$ cat config.mk
export PLATFORM = sky130hd
export DESIGN_NAME = tap_queue
export DESIGN_NICKNAME = d
export VERILOG_FILES = /design/src/tap_pkg.sv /design/src/tap_queue.sv
export SDC_FILE = /design/constraint.sdc
export NUM_CORES = 1
export LEC_CHECK = 0
export CORE_ASPECT_RATIO = 1.1
export CORE_UTILIZATION = 61
export CTS_CLUSTER_DIAMETER = 100
export DETAILED_ROUTE_END_ITERATION = 10
export DONT_BUFFER_PORTS = 1
export PLACE_DENSITY = 0.77
export SETUP_SLACK_MARGIN = 0.02
export SYNTH_ARGS = -nofsm -noshare
export SYNTH_HDL_FRONTEND = slang
export SYNTH_SLANG_ARGS = --single-unit
$ cat constraint.sdc
create_clock -name i_clk -period 5.75 [get_ports i_clk]
set_input_delay 0.8625 -clock i_clk [delete_from_list [all_inputs] [get_ports i_clk]]
set_output_delay 0.8625 -clock i_clk [all_outputs]
set_load 0.02 [all_outputs]
$ cat src/tap_pkg.sv
// ----------------------------------------------------------------------------
// tap_pkg
// Types and constants of the three-axis attitude PID.
// ----------------------------------------------------------------------------
package tap_pkg;

    localparam int ANGLE_FRAC_BITS = 7;
    localparam int GAIN_FRAC_BITS  = 20;

    localparam int ANGLE_W  = 16;
    localparam int GAIN_W   = 20;
    localparam int GAINS_W  = 3 * GAIN_W;
    localparam int ACC_W    = 48;
    localparam int OUT_W    = 32;
    localparam int HEAD_W   = 9;
    localparam int OUT_FRAC = 16;
    localparam int TOTAL_FRAC = ANGLE_FRAC_BITS + GAIN_FRAC_BITS;

    // error width: plain angle difference or scaled whole-degree yaw error
    localparam int ERR_W = (ANGLE_W + 1 > HEAD_W + ANGLE_FRAC_BITS) ?
                           ANGLE_W + 1 : HEAD_W + ANGLE_FRAC_BITS;

    localparam int IN_TDATA_W  = 6 * ANGLE_W;
    localparam int OUT_FIELD_W = 3 * OUT_W + HEAD_W;
    localparam int OUT_TDATA_W = ((OUT_FIELD_W + 7) / 8) * 8;

    localparam int QUEUE_DEPTH = 4;
    localparam int QPTR_W      = $clog2(QUEUE_DEPTH);

    localparam int CFG_IDX_W = 2;

    typedef enum logic [CFG_IDX_W-1:0] {
        CFG_ROLL    = 2'd0,
        CFG_PITCH   = 2'd1,
        CFG_HEADING = 2'd2
    } t_cfg_idx;

    typedef struct packed {
        logic [GAIN_W-1:0] kp;
        logic [GAIN_W-1:0] ki;
        logic [GAIN_W-1:0] kd;
    } t_gains;

    localparam logic [GAINS_W-1:0] GAINS_RESET = 60'd103763111380516874;

    typedef struct packed {
        logic signed [ERR_W-1:0]  roll;
        logic signed [ERR_W-1:0]  pitch;
        logic signed [HEAD_W-1:0] head;
    } t_err;

    typedef struct packed {
        logic load_a;
        logic load_b;
        logic load_c;
    } t_pipe_ctl;

endpackage

$ cat src/tap_queue.sv
// ----------------------------------------------------------------------------
// tap_queue
// Short FIFO of error records between front and back.
// ----------------------------------------------------------------------------
module tap_queue (
    input  logic          i_clk,
    input  logic          i_rst_n,
    input  logic          i_valid,
    output logic          o_ready,
    input  tap_pkg::t_err i_err,
    output logic          o_valid,
    input  logic          i_ready,
    output tap_pkg::t_err o_err
);
    import tap_pkg::*;

    t_err              r_mem [QUEUE_DEPTH];
    logic [QPTR_W-1:0] r_wr, r_rd;
    logic [QPTR_W:0]   r_count;
    logic              push, pop;

    assign o_ready = r_count != (QPTR_W+1)'(QUEUE_DEPTH);
    assign o_valid = r_count != '0;
    assign push    = i_valid && o_ready;
    assign pop     = o_valid && i_ready;
    assign o_err   = r_mem[r_rd];

    always_ff @(posedge i_clk) begin
        if (!i_rst_n) begin
            r_wr    <= '0;
            r_rd    <= '0;
            r_count <= '0;
        end else begin
            if (push) begin
                r_wr <= r_wr + 1'b1;
            end
            if (pop) begin
                r_rd <= r_rd + 1'b1;
            end
            r_count <= r_count + (QPTR_W+1)'(push) - (QPTR_W+1)'(pop);
        end
    end

    always_ff @(posedge i_clk) begin
        if (push) begin
            r_mem[r_wr] <= i_err;
        end
    end

endmodule

# Word-level counts from Yosys, hierarchy flattened
# Memory sizes are Yosys's and may differ from the RTL's. A register that Yosys moved wholly into a read port is not among the register bits.
# Cells that the tools add are included.
# totals
register_bits	7
ramBits	172
in_bits	47
out_inout_bits	45
wordCells	16
mem_count	1
# memory_table
name	depth	word_bits	read_ports	rd_clocked_by_memory_dff	wr	line_no	text
r_mem	4	43	1	1	1	tap_queue.sv:17	t_err r_mem [QUEUE_DEPTH];
# op_classes
n_addsub	4
n_eq_ne	1
mux	4
reduce_logical	3
# ops
operator	n
adder 2 x 1 -> 2 bit (second input constant)	2
2-to-1 mux 2 bit	2
adder 3 x 1 -> 3 bit	1
!= test 3 bit (second input constant)	1
nonzero test 3 bit	1
subtractor 3 x 1 -> 3 bit	1
logical AND 1 bit	2
2-to-1 mux 1 bit	2

# Logic depth before layout (Yosys ltp)
# depth
depth_word	4
ltp_mapped	11
ltp_nobuf	11

# Worst setup path before layout
# Ideal clock, no wire load.
# synth_path
path_kind	input-to-reg
from	input port i_valid
to	memory r_mem[0][0] (netlist bit), enable pin
setup_ps	405
arrival_time_ps	2212
t_required_ps	5345
path_slack_ps	3134
path_stages	2
n_path_buf	0
path_cell_list	a21boi_2 and2_1
# synth_via
elab_chain_cells	3
# synth_rtl
item	line_no	text
start: declaration	tap_queue.sv:8	input logic i_valid,
logical AND 1 bit	tap_queue.sv:24	assign push = i_valid && o_ready;
2-to-1 mux 1 bit	tap_queue.sv:45	if (push) begin
2-to-1 mux 1 bit (implied by the code)	tap_queue.sv:46	r_mem[r_wr] <= i_err;
end: declaration	tap_queue.sv:17	
# Every way passes these cells.

==> flow_metrics.py <==
metrics = {
    "run_status": {
        "status": "completed",
    },
    "timing": {
        "fin_setup_tns_ns": 0,
        "setup_viol": 0,
        "whs_ns": 0.495,
        "period_share_pct": 52.0,
        "finalClockSkew_ns": 0.00621,
        "rsz0062_at_grt": "false",
        "tightest_slew_ns": 1.12,
        "worst_slew_margin_rel_pct": 25.2,
        "max_clock_freq_ghz": 0.334,
        "hold_viol": 0,
        "final_max_slew_viol_count": 0,
        "period_minus_slack_ns": 2.99,
    },
    "synth": {
        "synthCells": 273,
        "synth_ff_type": "edfxtp_1",
        "synthesis.area_um2": 6730,
        "ys_warn_count": 0,
        "synth_top_area_share_pct": 76.7,
        "synth-edff-count": 172,
        "ys_types": 21,
        "synthTopCellsByArea": "edfxtp_1, mux4_2, dfxtp_1",
        "yosys.area.top_type": "edfxtp_1",
        "synth_nets": 327,
        "ys_ff_latch": 181,
        "async_reset_ff_share_pct": 0,
        "syn_area_per_cell_um2": 24.7,
        "ys_seq_area_share_pct": 79.4,
    },
    "routing": {
        "vias_per_cell": 6.05,
        "vias": 2666,
        "drtIter0Drc": 127,
        "routed_wl_mm": 10.7,
        "dr.pass1.iters": 4,
        "drc_errors": 0,
        "antenna_left": 0,
        "wl_per_cell_um": 24.2,
    },
    "setup_path": {
        "slowest_delay_ns": 0.91,
        "cp.arrival_ns": 2.13,
        "cpLargestDelayFamily": "flip-flops",
        "crit_path_end_kind": "output pin",
        "cp_slowest_cell": "dfxtp_4",
        "path_cells": "mux4_1",
        "cp_num_buf_inv": 0,
        "cp-start-kind": "register",
        "worstPathMaxFanout": 43,
        "crit_type": "reg -> out",
        "worstPathRequired_ns": 4.89,
    },
    "power": {
        "p_leak_uw": 0.00232,
        "power_uw": 3480,
        "power.density_nw_per_um2": 470,
        "vdd.ir_drop.worst_mv": 0.292,
    },
    "finish": {
        "antenna_cells": 0,
        "layoutNonFillerInstCount": 441,
        "layout_common_cells": "edfxtp_1, mux4_2, clkbuf_16, dfxtp_1",
        "drive_above_1_share_pct": 25.5,
        "nets": 339,
        "stdcell_area_um2": 7410,
        "syn_to_final_growth_pct": 10.1,
        "final_common_cell": "edfxtp_1",
    },
    "clock_network": {
        "post-cts-setup-buffers": 0,
        "worst_skew_pair.late_latency_ns": 0.41,
        "cts_root_buf": "clkbuf_16",
        "clock_path_buffers": 2,
        "cts_made_buffers": 17,
        "cts.sinks": 181,
        "postCtsHoldBufs": 0,
        "cts-htree-levels": 4,
        "cts_tree": "done",
        "cts_resized": 0,
        "path_clk_slew_ns": 0.06,
    },
    "global_routing": {
        "use_met1_pct": 25.0,
        "top_usage_layer": "met2",
        "met3_usage_pct": 8.78,
        "grtUsageTotal_pct": 20.7,
        "grt_max_degree": 44,
        "overflow": 0,
        "antenna_found_initial": 0,
        "grt_pass1_vias": 2867,
        "gr-usage-met2_pct": 33.7,
        "grt_first_pass_wirelength_mm": 16.3,
    },
    "floorplan": {
        "dieArea_um2": 11500,
        "ioPinCount": 92,
        "die_w_um": 102,
        "start_util_pct": 63.9,
        "die_y_um": 112,
        "row_count": 39,
        "coreArea_um2": 10500,
    },
    "placement": {
        "portBuffers": 0,
        "place_area_um2": 6830,
        "dp_hpwl_mm": 5.71,
        "gp_congestion": 0.668,
        "placed_cells": 409,
    },
    "run": {
        "cap_violations": 0,
    },
    "min_path": {
        "hold_path.class": "reg -> reg",
    },
}
==> synthesized netlist by cell type, types with 2 or more instances <==
master	n
nor2b_1	3
clkbuf_1	2
inv_1	5
and2_1	7
buf_2	4
dfxtp_1	9
buf_12	4
mux4_1	3
nand2_1	5
mux4_2	40
xnor2_1	4
ha_1	6
edfxtp_1	172
mux2i_1	2
==> area by class of cell <==
class,count,area [µm²]
Tap cell,143,179
Inverter,5,18.8
Clock buffer,23,448
Clock inverter,9,129
Timing Repair Buffer,4,30.0
Multi-Input combinational cell,76,1250
Fill cell,635,3130
Sequential cell,181,5350
==> power by group <==
| part | total (µW) | internal [µW] | switching, µW |
|---|---|---|---|
| clock | 1120 | 682 | 438 |
| sequential | 1740 | 1600 | 133 |
| combinational | 626 | 264 | 362 |
| total | 3480 | 2550 | 934 |
==> worst paths after layout <==
path	start	end	slack [ns]	depth (start not counted)
max	register	o_err[41]	2.76	1
min	r_wr[1]$_SDFFE_PN0P_	r_wr[1]$_SDFFE_PN0P_	0.50	2
max reg2reg	r_count[1]$_SDFF_PN0_	r_count[2]$_SDFF_PN0_	3.35	11
min reg2reg	r_wr[1]$_SDFFE_PN0P_	r_wr[1]$_SDFFE_PN0P_	0.50	2
==> registers in the layout, indices dropped and copies added, names as in the netlist, named ones only <==
register  cells
r_wr          2
r_rd          2
r_mem       172
r_count       3
==> metal layers <==
layer	vias to the layer above	routed length, µm
met5	-	0
met4	0	112
met3	10	795
met2	84	5550
met1	1410	4210
li1	1162	-
==> stage by stage <==
step	setup WS [ns]	utilization, %
after floorplan	3.13	-
after detailed placement	3.06	64.8
final	2.76	70.3
after global placement	3.14	64.8
after CTS	2.68	70.3
after global routing	2.59	70.3
==> worst register-to-register path, delay by kind of cell, from the launching register on <==
family	cells	cell delay (ns)
xor gates and xnor gates	2	0.28
adders and majority gates	3	0.81
buffers and inverters	3	0.19
and+or+nand+nor	2	0.28
AOI/OAI and AO/OA	1	0.29
DFF	1	0.47
==> cell families after synthesis <==
| group | Yosys count | share of synthesized area (%) |
|---|---|---|
| AO/OA/AOI/OAI | 3 | 0.427 |
| XOR/XNOR | 4 | 0.520 |
| flip-flops | 181 | 79.4 |
| buffers and inverters | 16 | 2.04 |
| adder cells (fa/ha/maj) | 7 | 1.41 |
| multiplexers | 45 | 14.8 |
| AND/OR/NAND/NOR | 17 | 1.36 |
(Power assumes the default switching activity.)
