`src/tap_pkg.sv`:
```
// ----------------------------------------------------------------------------
// tap_pkg
// Types and constants of the three-axis attitude PID.
// ----------------------------------------------------------------------------
package tap_pkg;

    localparam int ANGLE_FRAC_BITS = 7;
    localparam int GAIN_FRAC_BITS  = 20;

    localparam int ANGLE_W  = 16;
    localparam int GAIN_W   = 20;
    localparam int GAINS_W  = 3 * GAIN_W;
    localparam int ACC_W    = 48;
    localparam int OUT_W    = 32;
    localparam int HEAD_W   = 9;
    localparam int OUT_FRAC = 16;
    localparam int TOTAL_FRAC = ANGLE_FRAC_BITS + GAIN_FRAC_BITS;

    // error width: plain angle difference or scaled whole-degree yaw error
    localparam int ERR_W = (ANGLE_W + 1 > HEAD_W + ANGLE_FRAC_BITS) ?
                           ANGLE_W + 1 : HEAD_W + ANGLE_FRAC_BITS;

    localparam int IN_TDATA_W  = 6 * ANGLE_W;
    localparam int OUT_FIELD_W = 3 * OUT_W + HEAD_W;
    localparam int OUT_TDATA_W = ((OUT_FIELD_W + 7) / 8) * 8;

    localparam int QUEUE_DEPTH = 4;
    localparam int QPTR_W      = $clog2(QUEUE_DEPTH);

    localparam int CFG_IDX_W = 2;

    typedef enum logic [CFG_IDX_W-1:0] {
        CFG_ROLL    = 2'd0,
        CFG_PITCH   = 2'd1,
        CFG_HEADING = 2'd2
    } t_cfg_idx;

    typedef struct packed {
        logic [GAIN_W-1:0] kp;
        logic [GAIN_W-1:0] ki;
        logic [GAIN_W-1:0] kd;
    } t_gains;

    localparam logic [GAINS_W-1:0] GAINS_RESET = 60'd103763111380516874;

    typedef struct packed {
        logic signed [ERR_W-1:0]  roll;
        logic signed [ERR_W-1:0]  pitch;
        logic signed [HEAD_W-1:0] head;
    } t_err;

    typedef struct packed {
        logic load_a;
        logic load_b;
        logic load_c;
    } t_pipe_ctl;

endpackage

```
`src/tap_front.sv`:
```
// ----------------------------------------------------------------------------
// tap_front
// Takes input beats, forms roll/pitch errors and the wrapped yaw error.
// ----------------------------------------------------------------------------
module tap_front (
    input  logic                           i_clk,
    input  logic                           i_rst_n,
    input  logic                           i_valid,
    output logic                           o_ready,
    input  logic [tap_pkg::IN_TDATA_W-1:0] i_data,
    output logic                           o_valid,
    input  logic                           i_ready,
    output tap_pkg::t_err                  o_err
);
    import tap_pkg::*;

    localparam int DEG_W = ANGLE_W - ANGLE_FRAC_BITS;
    localparam int D_W   = DEG_W + 1;
    localparam int J     = (D_W > 7) ? D_W - 7 : 0;
    localparam int U_W   = 11 + J;
    localparam logic [ANGLE_W-1:0] FRAC_MASK = ANGLE_W'((1 << ANGLE_FRAC_BITS) - 1);

    logic                         r_valid;
    t_err                         r_err;
    t_err                         n_err;
    logic signed [ANGLE_W-1:0]    m_roll, m_pitch, m_head, t_roll, t_pitch, t_head;
    logic signed [DEG_W-1:0]      deg_m, deg_t;
    logic signed [D_W-1:0]        deg_d;
    logic [U_W-1:0]               u_red;

    function automatic logic signed [DEG_W-1:0] trunc_deg(logic signed [ANGLE_W-1:0] x);
        logic signed [ANGLE_W-1:0] fl;
        logic                      up;
        fl = x >>> ANGLE_FRAC_BITS;
        up = x[ANGLE_W-1] && ((x & FRAC_MASK) != '0);
        return DEG_W'(fl) + DEG_W'(up);
    endfunction

    assign m_roll  = i_data[0*ANGLE_W +: ANGLE_W];
    assign m_pitch = i_data[1*ANGLE_W +: ANGLE_W];
    assign m_head  = i_data[2*ANGLE_W +: ANGLE_W];
    assign t_roll  = i_data[3*ANGLE_W +: ANGLE_W];
    assign t_pitch = i_data[4*ANGLE_W +: ANGLE_W];
    assign t_head  = i_data[5*ANGLE_W +: ANGLE_W];

    assign deg_m = trunc_deg(m_head);
    assign deg_t = trunc_deg(t_head);
    assign deg_d = $signed({deg_m[DEG_W-1], deg_m}) - $signed({deg_t[DEG_W-1], deg_t});

    // floor modulo 360 by conditional subtraction of 360*2^j
    always_comb begin
        u_red = U_W'(int'(deg_d) + 180 + (360 << J));
        for (int j = J; j >= 0; j--) begin
            if (u_red >= U_W'(360 << j)) begin
                u_red = u_red - U_W'(360 << j);
            end
        end
    end

    always_comb begin
        n_err.roll  = $signed({{(ERR_W-ANGLE_W){m_roll[ANGLE_W-1]}}, m_roll})
                    - $signed({{(ERR_W-ANGLE_W){t_roll[ANGLE_W-1]}}, t_roll});
        n_err.pitch = $signed({{(ERR_W-ANGLE_W){m_pitch[ANGLE_W-1]}}, m_pitch})
                    - $signed({{(ERR_W-ANGLE_W){t_pitch[ANGLE_W-1]}}, t_pitch});
        n_err.head  = HEAD_W'(u_red - U_W'(180));
    end

    assign o_ready = !r_valid || i_ready;
    assign o_valid = r_valid;
    assign o_err   = r_err;

    always_ff @(posedge i_clk) begin
        if (!i_rst_n) begin
            r_valid <= 1'b0;
        end else if (o_ready) begin
            r_valid <= i_valid;
        end
    end

    always_ff @(posedge i_clk) begin
        if (o_ready && i_valid) begin
            r_err <= n_err;
        end
    end

endmodule

```
`config.mk`:
```
export PLATFORM = sky130hd
export DESIGN_NAME = tap_front
export DESIGN_NICKNAME = d
export VERILOG_FILES = /design/src/tap_pkg.sv /design/src/tap_front.sv
export SDC_FILE = /design/constraint.sdc
export NUM_CORES = 1
export LEC_CHECK = 0
export BUFFER_PORTS_ARGS = -buffer_cell sky130_fd_sc_hd__buf_2
export CAP_MARGIN = 10
export CORE_MARGIN = 2
export CORE_UTILIZATION = 50
export CTS_BUF_LIST = sky130_fd_sc_hd__clkbuf_8
export CTS_CLUSTER_DIAMETER = 200
export DETAILED_ROUTE_END_ITERATION = 10
export PLACE_DENSITY = 0.77
export SKIP_CTS_REPAIR_TIMING = 1
export SYNTH_ARGS = -nofsm -noshare
export SYNTH_HDL_FRONTEND = slang
export SYNTH_SLANG_ARGS = --single-unit
```
`constraint.sdc`:
```
create_clock -name i_clk -period 6.4 [get_ports i_clk]
set_input_delay 0.32 -clock i_clk [delete_from_list [all_inputs] [get_ports i_clk]]
set_output_delay 0.32 -clock i_clk [all_outputs]
set_load 0.005 [all_outputs]
```
== Yosys cells after proc, flatten, opt, wreduce, memory -nomap -nowiden ==
Index checks and enable logic that the tools add are counted.

* $lt $le $gt $ge: 4
* Mux-type cells: 4
* Reduce and logical (&&, ||, !) cells: 7
* Add/subtract/negate cells: 12

{| class="wikitable"
|+ Operators by type and width
! cell !! count
|-
| 14-bit 2-to-1 mux || 3
|-
| 16-bit by 16-bit subtractor with 17-bit output || 2
|-
| 16-bit nonzero test || 2
|-
| 9-bit by 1-bit adder with 9-bit output || 2
|-
| 11-bit by 13-bit adder with 14-bit output, second input constant || 1
|-
| 14-bit by 10-bit greater-or-equal comparator with 1-bit output, second input constant || 1
|-
| 14-bit by 11-bit greater-or-equal comparator with 1-bit output, second input constant || 1
|-
| 14-bit by 12-bit greater-or-equal comparator with 1-bit output, second input constant || 1
|-
| 14-bit by 9-bit greater-or-equal comparator with 1-bit output, second input constant || 1
|-
| 14-bit by 10-bit subtractor with 14-bit output, second input constant || 1
|-
| 14-bit by 11-bit subtractor with 14-bit output, second input constant || 1
|-
| 14-bit by 12-bit subtractor with 14-bit output, second input constant || 1
|-
| 10-bit by 9-bit adder with 11-bit output, second input constant || 1
|-
| 9-bit by 9-bit subtractor with 10-bit output || 1
|-
| 9-bit 2-to-1 mux || 1
|-
| 9-bit by 8-bit subtractor with 9-bit output, second input constant || 1
|-
| 9-bit subtractor, second input constant || 1
|-
| 1-bit logical AND || 3
|-
| 1-bit zero test || 1
|-
| 1-bit logical OR || 1
|}

* Register bits after elaboration: 44
* Word-level logic and storage cells: 31

== Depth between registers and ports, before layout ==
* Depth after elaboration: 15
* Depth in mapped cells: 33
* Depth with buffers taken out: 31

== Worst setup path after synthesis ==
No wires, ideal clock.

* Path kind: input to register
* From: input port i_data[82] (netlist bit)
* To: register r_err, in the netlist o_err[8] (data pin)
* Data required time: 6139 ps
* Slack: -284 ps
* Arrival: 6423 ps
* Cell stages on the path: 28
* Cells stage by stage: nor4_1 a21boi_0 ha_1 ha_1 inv_1 ha_1 ha_1 fa_1 a211oi_2 o21bai_2 a211oi_4 inv_2 ha_1 inv_1 nand2_1 o31a_1 buf_6 a21boi_2 a211oi_2 nor2_4 or2_4 a31oi_1 xnor2_1 ha_1 mux2_1 a211o_1 a21oi_2 xnor2_1

{| class="wikitable"
|+ RTL lines
! item !! line !! RTL
|-
| from (decl) || tap_front.sv:10 || <nowiki>input logic [tap_pkg::IN_TDATA_W-1:0] i_data,</nowiki>
|-
| to (signal assigned) || tap_front.sv:82 || <nowiki>r_err <= n_err;</nowiki>
|-
| to (decl) || tap_front.sv:24 || <nowiki>t_err r_err;</nowiki>
|}

==> impl_metrics.ini <==
[status]
status = finished clean

[timing]
tns_ns = 0
hold_viol_final = 0
fmax_mhz = 161
fin_crit_sh = 0.970
max_slew.worst_pin.slew_ns = 0.998
drv_slew = 0
setup_violations = 0
hold_ws_ns = 0.266
fin_crit_ns = 6.21
setup_ws_ns = 0.191
max-slew-margin-rel = 0.334
finClkSkew_ns = 0.0107

[setup_path]
path_common_cell = ha_1
cp_max_fo = 8
critical_path.startpoint_type = primary input
timing_worst_setup_path_type = primary input to flip-flop
cpPeakStageDelay_ns = 0.38
path_buf_inv = 4
required_ns = 6.45
worst_setup_path_end_kind = flip-flop
slowest_stage = o21ba_2
arrival_ns = 6.26
crit_family = compound AO/OA/AOI/OAI gates

[die]
die_width_um = 105
die_y_um = 105
core-area_mm2 = 0.00982
io_pins = 145
rows = 36
fp.dieArea_mm2 = 0.0110
initial_utilization = 0.517

[synth]
synth.avg_cell_area_um2 = 8.91
synth-edff-count = 43
synthAdderAreaFrac = 0.157
synth-async-reset-ratio = 0
synthXorXnorAreaFrac = 0.0727
netlist_area_mm2 = 0.00508
synth_cell_type_count = 95
yosys.cell_count.top_type = inv_1
synthTopCellsByArea = edfxtp_1 25%, ha_1 14%, inv_1 5.9%
synth_common_cells = 80 x inv_1, 64 x nor2_1, 58 x ha_1, 43 x edfxtp_1, 38 x nand2_1
ys_ff_latch = 44
synthMuxAreaShare = 0.00813
syn_nets = 731
synthFlopType = edfxtp_1
yosysTopAreaCellShare = 0.254
yosysWarnings = 0
seq_area_frac_synth = 0.258
synth-compound-area-share = 0.259
synthCells = 570
synth-simple-area-share = 0.172
synth_top_family_by_area = compound AO/OA/AOI/OAI gates
yosysTopAreaCell = edfxtp_1

[finish]
n_antenna_cell = 0
drive_gt1_frac = 0.378
finalNonFillerCells = 901
num-nets-final = 928
syn_to_final_growth_pct = 30.5
fill_cells = 820

[clock_network]
cts_max_level = 2
cts_root_buf = clkbuf_8
cts_tree = yes
ctsLongestPathBuffers = 2
cts_buffers = 5
clock_sinks = 44
clk_pin_slew_ns = 0.09
worstSkewPairLatency_ns = 0.30

[grt]
grt_pass1_wl_um = 21100
grt_pass1_vias = 4863
globalRoute.totalOverflow = 0
antenna_found_initial = 0
grtUsageTotal = 0.228
grt_use_met1 = 0.247
busiest_layer = met2
grt_use_met3 = 0.0393
grt_max_degree = 44
grt_use_met2 = 0.436

[power_and_ir_drop]
leakagePower_nw = 3.11
p_per_area_mw_per_mm2 = 404
total_power_mw = 2.68
ir_drop_mv = 0.271

[placed_design]
place_inst = 887
numPortBuffers = 144
place.gp.congestion = 0.920
hpwl_um = 10700
place_ws_ns = -0.154

[flow_run]
drv_cap = 0

[drt]
ant_nets = 0
firstDrtPassIters = 4
wire_per_inst_um = 14.6
route.detailed.drc = 0
viasPerCell = 5.46
drt_wl_total_um = 13200
via_count = 4918
drtIter0Drc = 257

[min_path]
hold_class = primary input to flip-flop
## kinds of logic (layout without fill, tap and decap cells)
| logic type | count (synthesis) | in the layout |
|---|---|---|
| DFF | 44 | 44 |
| adders and majority gates | 62 | 62 |
| AOI/OAI and AO/OA | 157 | 157 |
| xor gates and xnor gates | 40 | 40 |
| muxes | 4 | 4 |
| buffers and inverters | 89 | 287 |
| and+or+nand+nor | 174 | 174 |
## layout make-up
class | instances | area, µm² | area share
multi-input cells | 437 | 3600 | 0.544
flip-flops and latches | 44 | 1310 | 0.198
repair buffers | 197 | 1120 | 0.169
inverters | 82 | 308 | 0.0465
well taps | 133 | 166 | 0.0251
clock buffers | 5 | 68.8 | 0.0104
clock inverters | 3 | 46.3 | 0.00699
## layer usage
| metal | part of all wire | vias to the layer above |
|---|---|---|
| met2 | 0.53 | 181 |
| met4 | 0.029 | 0 |
| met3 | 0.053 | 34 |
| li1 | - | 2436 |
| met1 | 0.38 | 2267 |
| met5 | 0 | - |
## power by group
| group | total, mW | switching [mW] | internal (mW) |
|---|---|---|---|
| combinational | 2.02 | 1.07 | 0.946 |
| clock | 0.222 | 0.104 | 0.118 |
| sequential | 0.438 | 0.0113 | 0.427 |
## cells in the final DEF (no fill, tap or decap), drive strengths merged, types with 6 or more instances in the layout
cell type and count:
a21o 9, o21ai 38, a21boi 21, nor2 66, and2 6, xnor2 26
inv 83, buf 197, xor2 14, nand3 12, edfxtp 43, or2 8
a21oi 17, o31ai 7, nand2b 7, ha 58, a211oi 9, nor3 9
o211ai 7, nand2 39
## worst reg2reg max path, stage by stage (launching register included)
cell and delay (ns):
dfxtp_1 0.32, nand2b_1 0.09, and2_2 0.82
## registers in the layout, indices dropped and copies added (netlist names)
| name | count |
|---|---|
| o_valid | 1 |
| o_err | 43 |
## path summary, 6_finish.rpt
check	start	end	slack (ns)	cells past startpoint
setup / recovery	i_data[47]	o_err[8]	0.19	28
hold / removal	i_rst_n	o_valid	0.27	2
setup reg to reg	o_valid	o_err[12]	4.78	2
hold reg to reg	o_valid	o_valid	0.55	2
## through the flow
step,utilization,instance area (µm²)
global route,0.675,6630
finish,0.675,6630
floorplan,-,5110
global placement,0.640,6280
CTS,0.652,6400
detailed placement,0.640,6280
No activity file was read; power rests on OpenSTA's default activity.
